<file path="config.mk">
export PLATFORM = sky130hd
export DESIGN_NAME = date_difference_in_days_core
export DESIGN_NICKNAME = d
export VERILOG_FILES = /design/src/rtl/core/ddd_pkg.sv /design/src/rtl/core/ddd_ctrl.sv /design/src/rtl/core/ddd_datapath.sv /design/src/rtl/core/date_difference_in_days_core.sv
export SDC_FILE = /design/constraint.sdc
export NUM_CORES = 1
export LEC_CHECK = 0
export ABC_AREA = 1
export BUFFER_PORTS_ARGS = -buffer_cell sky130_fd_sc_hd__buf_4
export CAP_MARGIN = 20
export CORE_MARGIN = 2
export CORE_UTILIZATION = 45
export CTS_CLUSTER_DIAMETER = 50
export DETAILED_ROUTE_END_ITERATION = 8
export PLACE_DENSITY_LB_ADDON = 0.3
export SETUP_SLACK_MARGIN = 0.05
export SKIP_LAST_GASP = 1
export SLEW_MARGIN = 30
export SYNTH_ARGS = -nofsm -noshare
export SYNTH_HDL_FRONTEND = slang
export SYNTH_SLANG_ARGS = --single-unit
</file>
<file path="constraint.sdc">
create_clock -name clk -period 7.8 [get_ports clk]
set_input_delay 1.17 -clock clk [delete_from_list [all_inputs] [get_ports clk]]
set_output_delay 1.17 -clock clk [all_outputs]
set_load 0.1 [all_outputs]
</file>
<file path="src/rtl/core/ddd_pkg.sv">
package ddd_pkg;

  localparam int unsigned DayW    = 5;
  localparam int unsigned MonthW  = 4;
  localparam int unsigned YearW   = 14;
  localparam int unsigned CountW  = 22;
  localparam int unsigned StatusW = 2;
  localparam int unsigned QuotW   = 8;
  localparam int unsigned SumW    = 23;

  // Reciprocal of 100: floor(v * 5243 / 2^19) equals v / 100 for v below 43699
  localparam int unsigned RecipMul   = 5243;
  localparam int unsigned RecipShift = 19;
  localparam int unsigned RecipProdW = YearW + 13;

  localparam logic [YearW-1:0] YearMax = YearW'(9999);

  localparam logic [StatusW-1:0] STATUS_OK      = 2'd0;
  localparam logic [StatusW-1:0] STATUS_INVALID = 2'd1;
  localparam logic [StatusW-1:0] STATUS_ORDER   = 2'd2;

  typedef struct packed {
    logic [DayW-1:0]   start_day;
    logic [MonthW-1:0] start_month;
    logic [YearW-1:0]  start_year;
    logic [DayW-1:0]   end_day;
    logic [MonthW-1:0] end_month;
    logic [YearW-1:0]  end_year;
  } dates_t;

  typedef struct packed {
    logic [CountW-1:0]  day_count;
    logic [StatusW-1:0] status;
  } result_t;

  // Controller to datapath
  typedef struct packed {
    logic load_in;
    logic div_y;
    logic div_p;
    logic mul;
    logic sum;
    logic load_out;
    logic sel;
  } cmd_t;

  // Datapath to controller
  typedef struct packed {
    logic out_free;
  } stat_t;

  // Divide a year-sized value by 100
  function automatic logic [QuotW-1:0] div100(input logic [YearW-1:0] v);
    logic [RecipProdW-1:0] prod;
    prod = RecipProdW'(v) * RecipProdW'(RecipMul);
    return prod[RecipShift +: QuotW];
  endfunction

  // Days in a month, February taking the leap flag
  function automatic logic [DayW-1:0] month_len(input logic [MonthW-1:0] m,
                                                input logic leap);
    logic [DayW-1:0] len;
    case (m)
      4'd1, 4'd3, 4'd5, 4'd7, 4'd8, 4'd10, 4'd12: len = 5'd31;
      4'd4, 4'd6, 4'd9, 4'd11:                    len = 5'd30;
      4'd2:                                       len = leap ? 5'd29 : 5'd28;
      default:                                    len = 5'd0;
    endcase
    return len;
  endfunction

  // Days in the year before the first of month m
  function automatic logic [8:0] days_before(input logic [MonthW-1:0] m);
    logic [8:0] n;
    case (m)
      4'd1:    n = 9'd0;
      4'd2:    n = 9'd31;
      4'd3:    n = 9'd59;
      4'd4:    n = 9'd90;
      4'd5:    n = 9'd120;
      4'd6:    n = 9'd151;
      4'd7:    n = 9'd181;
      4'd8:    n = 9'd212;
      4'd9:    n = 9'd243;
      4'd10:   n = 9'd273;
      4'd11:   n = 9'd304;
      4'd12:   n = 9'd334;
      default: n = 9'd0;
    endcase
    return n;
  endfunction

endpackage

</file>
<file path="src/rtl/core/ddd_ctrl.sv">
module ddd_ctrl
  import ddd_pkg::*;
(
  input  logic  clk,
  input  logic  rst,
  input  logic  dates_valid,
  output logic  dates_ready,
  input  stat_t stat,
  output cmd_t  cmd
);

  typedef enum logic [5:0] {
    ST_IDLE  = 6'b000001,
    ST_DIV_Y = 6'b000010,
    ST_DIV_P = 6'b000100,
    ST_MUL   = 6'b001000,
    ST_SUM   = 6'b010000,
    ST_DONE  = 6'b100000
  } state_t;

  state_t state, state_next;
  logic   sel, sel_next;

  // Step each date through divide, multiply and sum, start date first
  always_comb begin
    state_next = state;
    sel_next   = sel;
    case (state)
      ST_IDLE: begin
        if (dates_valid) begin
          state_next = ST_DIV_Y;
          sel_next   = 1'b0;
        end
      end
      ST_DIV_Y: state_next = ST_DIV_P;
      ST_DIV_P: state_next = ST_MUL;
      ST_MUL:   state_next = ST_SUM;
      ST_SUM: begin
        if (sel) begin
          state_next = ST_DONE;
        end else begin
          state_next = ST_DIV_Y;
          sel_next   = 1'b1;
        end
      end
      ST_DONE: begin
        if (stat.out_free) state_next = ST_IDLE;
      end
      default: state_next = ST_IDLE;
    endcase
  end

  always_ff @(posedge clk) begin
    if (rst) begin
      state <= ST_IDLE;
      sel   <= 1'b0;
    end else begin
      state <= state_next;
      sel   <= sel_next;
    end
  end

  // Decode commands
  assign dates_ready  = (state == ST_IDLE);
  assign cmd.load_in  = (state == ST_IDLE) && dates_valid;
  assign cmd.div_y    = (state == ST_DIV_Y);
  assign cmd.div_p    = (state == ST_DIV_P);
  assign cmd.mul      = (state == ST_MUL);
  assign cmd.sum      = (state == ST_SUM);
  assign cmd.load_out = (state == ST_DONE) && stat.out_free;
  assign cmd.sel      = sel;

endmodule

</file>
<file path="src/rtl/core/ddd_datapath.sv">
module ddd_datapath
  import ddd_pkg::*;
(
  input  logic    clk,
  input  logic    rst,
  input  dates_t  dates,
  input  cmd_t    cmd,
  output stat_t   stat,
  output logic    result_valid,
  input  logic    result_ready,
  output result_t result
);

  dates_t            held;
  logic [QuotW-1:0]  qy;
  logic [QuotW-1:0]  qp;
  logic              leap;
  logic [SumW-1:0]   m365;
  logic              valid_a, valid_b;
  logic [CountW-1:0] serial_a, serial_b;

  logic [DayW-1:0]   cur_d;
  logic [MonthW-1:0] cur_m;
  logic [YearW-1:0]  cur_y;
  logic [YearW-1:0]  cur_p;
  logic [YearW-1:0]  r100;
  logic              leap_now;
  logic              ok_now;
  logic [SumW-1:0]   serial_sum;
  logic [CountW-1:0] diff;

  // Select the date being worked on
  always_comb begin
    cur_d = cmd.sel ? held.end_day   : held.start_day;
    cur_m = cmd.sel ? held.end_month : held.start_month;
    cur_y = cmd.sel ? held.end_year  : held.start_year;
  end

  assign cur_p = cur_y - YearW'(1);

  // Leap rule from the year and its quotient by 100
  assign r100     = cur_y - (YearW'(qy) * YearW'(100));
  assign leap_now = ((cur_y[1:0] == 2'b00) && (r100 != '0)) ||
                    ((r100 == '0) && (qy[1:0] == 2'b00));

  assign ok_now = (cur_m >= MonthW'(1)) && (cur_m <= MonthW'(12)) &&
                  (cur_y >= YearW'(1)) && (cur_y <= YearMax) &&
                  (cur_d >= DayW'(1)) && (cur_d <= month_len(cur_m, leap_now));

  // Serial day number from 0001-01-01
  assign serial_sum = m365
                    + SumW'(cur_p >> 2)
                    - SumW'(qp)
                    + SumW'(qp >> 2)
                    + SumW'(days_before(cur_m))
                    + SumW'((cur_m > MonthW'(2)) && leap)
                    + SumW'(cur_d)
                    - SumW'(1);

  assign diff = serial_b - serial_a;

  // Hold the dates and the intermediate values
  always_ff @(posedge clk) begin
    if (cmd.load_in) held <= dates;
    if (cmd.div_y) qy <= div100(cur_y);
    if (cmd.div_p) begin
      qp   <= div100(cur_p);
      leap <= leap_now;
      if (cmd.sel) valid_b <= ok_now;
      else         valid_a <= ok_now;
    end
    if (cmd.mul) m365 <= SumW'(cur_p) * SumW'(365);
    if (cmd.sum) begin
      if (cmd.sel) serial_b <= serial_sum[CountW-1:0];
      else         serial_a <= serial_sum[CountW-1:0];
    end
  end

  // Output register: load the finished item, drop it when taken
  always_ff @(posedge clk) begin
    if (rst) begin
      result_valid <= 1'b0;
    end else if (cmd.load_out) begin
      result_valid <= 1'b1;
    end else if (result_ready) begin
      result_valid <= 1'b0;
    end
  end

  always_ff @(posedge clk) begin
    if (cmd.load_out) begin
      if (!valid_a || !valid_b) begin
        result.day_count <= '0;
        result.status    <= STATUS_INVALID;
      end else if (serial_a > serial_b) begin
        result.day_count <= '0;
        result.status    <= STATUS_ORDER;
      end else begin
        result.day_count <= diff;
        result.status    <= STATUS_OK;
      end
    end
  end

  assign stat.out_free = !result_valid || result_ready;

endmodule

</file>
<file path="src/rtl/core/date_difference_in_days_core.sv">
// Channel | Handshake                   | Payload
// dates   | dates_valid / dates_ready   | dates  (start and end day, month, year)
// result  | result_valid / result_ready | result (day_count, status)
//
// A result is loaded after four steps per date (divide year, divide year-1 and
// check, multiply by 365, sum), each divide by 100 done as a reciprocal
// multiply, then a final step to compare and load. A new item can be taken
// the cycle after the result is loaded; none is taken while one is in work.
// Reset (rst, synchronous) empties the result register and idles the controller.
// A stalled result holds the controller in its final step until space frees.
module date_difference_in_days_core
  import ddd_pkg::*;
(
  input  logic    clk,
  input  logic    rst,
  input  logic    dates_valid,
  output logic    dates_ready,
  input  dates_t  dates,
  output logic    result_valid,
  input  logic    result_ready,
  output result_t result
);

  cmd_t  cmd;
  stat_t stat;

  ddd_ctrl u_ctrl (
    .clk         (clk),
    .rst         (rst),
    .dates_valid (dates_valid),
    .dates_ready (dates_ready),
    .stat        (stat),
    .cmd         (cmd)
  );

  ddd_datapath u_datapath (
    .clk          (clk),
    .rst          (rst),
    .dates        (dates),
    .cmd          (cmd),
    .stat         (stat),
    .result_valid (result_valid),
    .result_ready (result_ready),
    .result       (result)
  );

  // The controller is busy right after taking an item
  a_busy_after_accept: assert property (@(posedge clk) disable iff (rst)
    dates_valid && dates_ready |=> !dates_ready)
    else $error("dates_ready high in the cycle after an item was accepted");

  // An error result carries a zero count
  a_error_zero: assert property (@(posedge clk) disable iff (rst)
    result_valid && (result.status != STATUS_OK) |-> (result.day_count == '0))
    else $error("nonzero day_count on an error status");

  // Status is one of the three defined codes
  a_status_code: assert property (@(posedge clk) disable iff (rst)
    result_valid |-> (result.status == STATUS_OK) ||
                     (result.status == STATUS_INVALID) ||
                     (result.status == STATUS_ORDER))
    else $error("undefined status code");

  // A new result is loaded only while the controller is busy
  a_load_when_busy: assert property (@(posedge clk) disable iff (rst)
    cmd.load_out |-> !dates_ready)
    else $error("result loaded while idle");

endmodule
</file>
==> results by stage <==
Status:
- The flow ran to the end, and the final reports show no timing, DRC or antenna violations.

Clock network:
- The H-tree was split into 4 levels.
- In this run, CTS created clock tree buffers numbering 17.
- Counting along the longest clock path gives a buffer depth of 2.
- The number of sinks driven by the clock tree is approximately 160.
- The post-CTS resize count is 0.
- The count of hold-fix buffers inserted at cts is 0.
- The later pin in the worst-skew pair is clocked with a latency of 500 ps.
- In this run the post-CTS setup repair buffer count came out at 0.
- TritonCTS built the clock tree.
- The tree is rooted in a clkbuf_16.
- The clock edge transition at the registers on the reported setup and hold paths is 80 ps.

Timing:
- Setup repair after global routing left no endpoint under its margin.
- The number of max-slew violations in the final report came to 0.
- On the final layout, the worst clock skew is 25.9 ps.
- The post-layout minimum cycle time is roughly 7000 ps.
- For the pin with the worst max-slew slack, the measured transition is 934 ps.
- Static timing analysis puts the maximum clock frequency at about 0.14 GHz.
- After routing, the total negative slack on setup checks comes to 0 ps.
- The total setup violations reported at the end of the flow is 0.
- The count of final hold-check violations is 0.
- Of the available clock period, the critical path in the final layout requires a little under 90%.
- The headroom to the max-slew limit is between 30% and 40%.

Synthesis:
- In this run the cell area of the synthesized design comes to 20400 µm².
- The number of enable flip-flop cells after synthesis is between 150 and 200.
- Summed over all instances, the cell type with the most area after synthesis is edfxtp_1.
- The most common flop cell mapped by yosys is edfxtp_1.
- After synthesis, the largest area contributor takes up 22.8% of total cell area.
- The netlist uses 53 different library cells.
- The net count after synthesis is 2851.
- Synthesis inferred 163 register bits.
- The mean cell area of the mapped netlist is around 9.1 µm².
- After synthesis, the most frequently instantiated cells are inv_1, ha_1, nand2_1.
- The share of flip-flops with an asynchronous set or reset is 0%.
- The count of synthesis-stage warnings from yosys is 0.
- The share of the Yosys chip area taken by registers is a little under a quarter.
- Synthesis handed over a netlist of 2235 instances.
- By area the synthesized netlist is led by edfxtp_1, ha_1, fa_1.
- The cell with the most instances after synthesis is inv_1.

Flow run:
- The max-capacitance violation count is 0.

Worst setup path:
- The worst setup path is of the register to register kind.
- For flop-to-flop paths, the worst setup slack is 820 ps.
- The number of cells on the worst reg-to-reg path is 27.
- The type of element launching the critical path is a register.
- The endpoint kind of the worst setup timing path is a register.
- The kind of cell with the highest combined delay on the critical path is adder cells.
- The startpoint identified for the worst register-to-register timing path is u_ctrl.sel$_SDFFE_PP0P_.
- The buffering stage count on the worst path with inverters included is 7.
- Counting stages on the worst path, the most repeated cell is inv_1.
- The slowest cell on the critical path is xor2_1.
- The end of the worst register-to-register path is u_datapath.qp[5]$_DFFE_PN_.
- The data required time of the critical path is approximately 8000 ps.
- The maximum fanout along the worst path is 26.
- For this run, the slowest stage of the critical path takes 620 ps.
- The worst path arrival time is 7220 ps.

GRT:
- The initial antenna violation count is 1.
- The total track usage is 22.0%.
- The first global-routing pass estimated 80400 µm of wire.
- After global routing the overflow that remains totals 0.
- The number of global-route vias before repair came to approximately 16000.
- The pin count of the biggest net entering global routing is 47.

Placed design:
- During placement, the flow inserted port buffers numbering 75.
- Routability-driven placement finished with a final weighted congestion of 0.959.
- After legalization and detailed placement, the total HPWL measured ~42000 µm.

Layout:
- The number of nets in the layout is 2947.
- The layout cell share with drive strength beyond 1 is 7.59%.
- The count of filler cells inserted in the layout is 4208.
- Summing all flip-flop and latch instances after layout gives 4810 µm².
- The relative area change from synthesis to final layout is 9.38%.
- Summing all multi-input logic gate instances after layout gives 13700 µm².

Worst hold path:
- The class of the tightest hold or removal check is register to register.
- For hold timing, the worst endpoint is u_datapath.result_valid$_SDFFE_PP0P_.
- The worst hold path cell count is 4.
- The worst hold path begins at u_datapath.result_valid$_SDFFE_PP0P_.

Floorplan:
- The total area inside the core boundary comes to 45100 µm².
- 76 I/O pins were placed.
- The horizontal die dimension is 217 µm.
- Row generation in the floorplan step produced 78 rows.
- The die area is 47200 µm².
- From bottom edge to top edge, the die measures 217 µm.
- For this configuration, the core starts out at a cell density of 45.4%.

Detailed routing:
- The number of iterations in the first detailed-routing pass is 5.
- The final antenna-violating net count is 0.
- The count of routing violations after the opening detailed-route iteration is 1027.
- After detailed routing, the number of vias per cell comes to around 5.
- The routed layout has 14900 vias.
- For this run, design rule violations remaining after detail routing come to 0.
- Dividing the detail-routed wire length by the instance count gives 16.5 µm.
- The routed design has 48500 µm of wire.
## placed cells by master (no fill, tap or decap), drive strengths merged, types with 9 or more instances in the layout
cell	synthesis	layout
clkbuf	1	17
xor2	48	48
clkinv	0	11
or2	13	13
a31oi	11	11
edfxtp	155	155
a21oi	118	118
xnor2	26	26
nand3	74	74
o21ai	83	83
nor3	25	25
nor2	148	148
nand2	343	343
ha	366	366
buf	7	85
nand4	35	35
inv	494	496
fa	200	200
o21bai	9	9
a21o	23	23
## worst reg2reg max path, delay by kind of cell, from the launching register on
family	cells	cell delay, ps
adder cells (fa/ha/maj)	7	3070
buffers and inverters	7	660
AND/OR/NAND/NOR	6	970
AO/OA/AOI/OAI	5	930
flip-flops	1	340
XOR/XNOR	2	770
## cell families (layout without fill, tap and decap cells)
family	after synthesis	in the layout	synth area share, %
and+or+nand+nor	651	651	13.7
adders and majority gates	566	566	42.0
buffers and inverters	502	611	9.37
AOI/OAI and AO/OA	279	279	8.25
DFF	163	163	23.5
xor gates and xnor gates	74	74	3.17
other	0	1	0
## worst max path at each step
stage	start	to	slack, ps	depth (start not counted)
finish	u_ctrl.sel$_SDFFE_PP0P_	u_datapath.qp[5]$_DFFE_PN_	820	27
global route	u_ctrl.sel$_SDFFE_PP0P_	u_datapath.qp[5]$_DFFE_PN_	280	28
CTS	u_ctrl.sel$_SDFFE_PP0P_	u_datapath.qp[5]$_DFFE_PN_	820	27
detailed placement	u_ctrl.sel$_SDFFE_PP0P_	u_datapath.qp[5]$_DFFE_PN_	840	27
global placement	u_ctrl.sel$_SDFFE_PP0P_	u_datapath.qp[5]$_DFFE_PN_	970	27
floorplan	u_ctrl.sel$_SDFFE_PP0P_	u_datapath.qp[2]$_DFFE_PN_	1340	29
## layout make-up
| cell class | count | share of cell area (%) |
|---|---|---|
| multi-input combinational | 1570 | 61.5 |
| sequential | 163 | 21.5 |
| inverter | 494 | 8.29 |
| tap | 600 | 3.36 |
| timing repair buffer | 85 | 2.85 |
| clock buffer | 17 | 1.90 |
| clock inverter | 15 | 0.604 |
| antenna | 1 | 0.0112 |
## sequential cells by signal, indices dropped and copies added, names as in the netlist, 6 cells and up
register and count:
u_datapath.m365 22, u_datapath.qp 8, u_datapath.result 24, u_datapath.held 46, u_datapath.serial_a 22, u_datapath.qy 8, u_datapath.serial_b 22, u_ctrl.state 6
## per-stage QoR
step | utilization (%) | hold slack (ps) | cells | instance area, µm² | worst slack (ps)
6_report | 49.6 | 597 | 2945 | 22400 | 821
2_1_floorplan | - | 500 | 2235 | 20400 | 1340
3_3_place_gp | 48.3 | 588 | 2912 | 21800 | 966
5_1_grt | 49.6 | 634 | 2944 | 22400 | 281
3_5_place_dp | 48.4 | 590 | 2912 | 21800 | 842
4_1_cts | 49.6 | 605 | 2944 | 22400 | 818
## metal layers
| layer | vias to the layer above | routed length [µm] | track usage (%) | share of wire [%] |
|---|---|---|---|---|
| met5 | - | 0 | 0 | 0 |
| met4 | 0 | 1110 | 6.83 | 2.3 |
| met3 | 64 | 2380 | 4.04 | 4.9 |
| met1 | 7037 | 22900 | 30.0 | 47 |
| met2 | 359 | 22100 | 35.4 | 46 |
| li1 | 7479 | - | - | - |
Power is left out: the tool's default activity adds up to more than one toggle a clock period on the data nets, which glitch-free logic cannot reach.
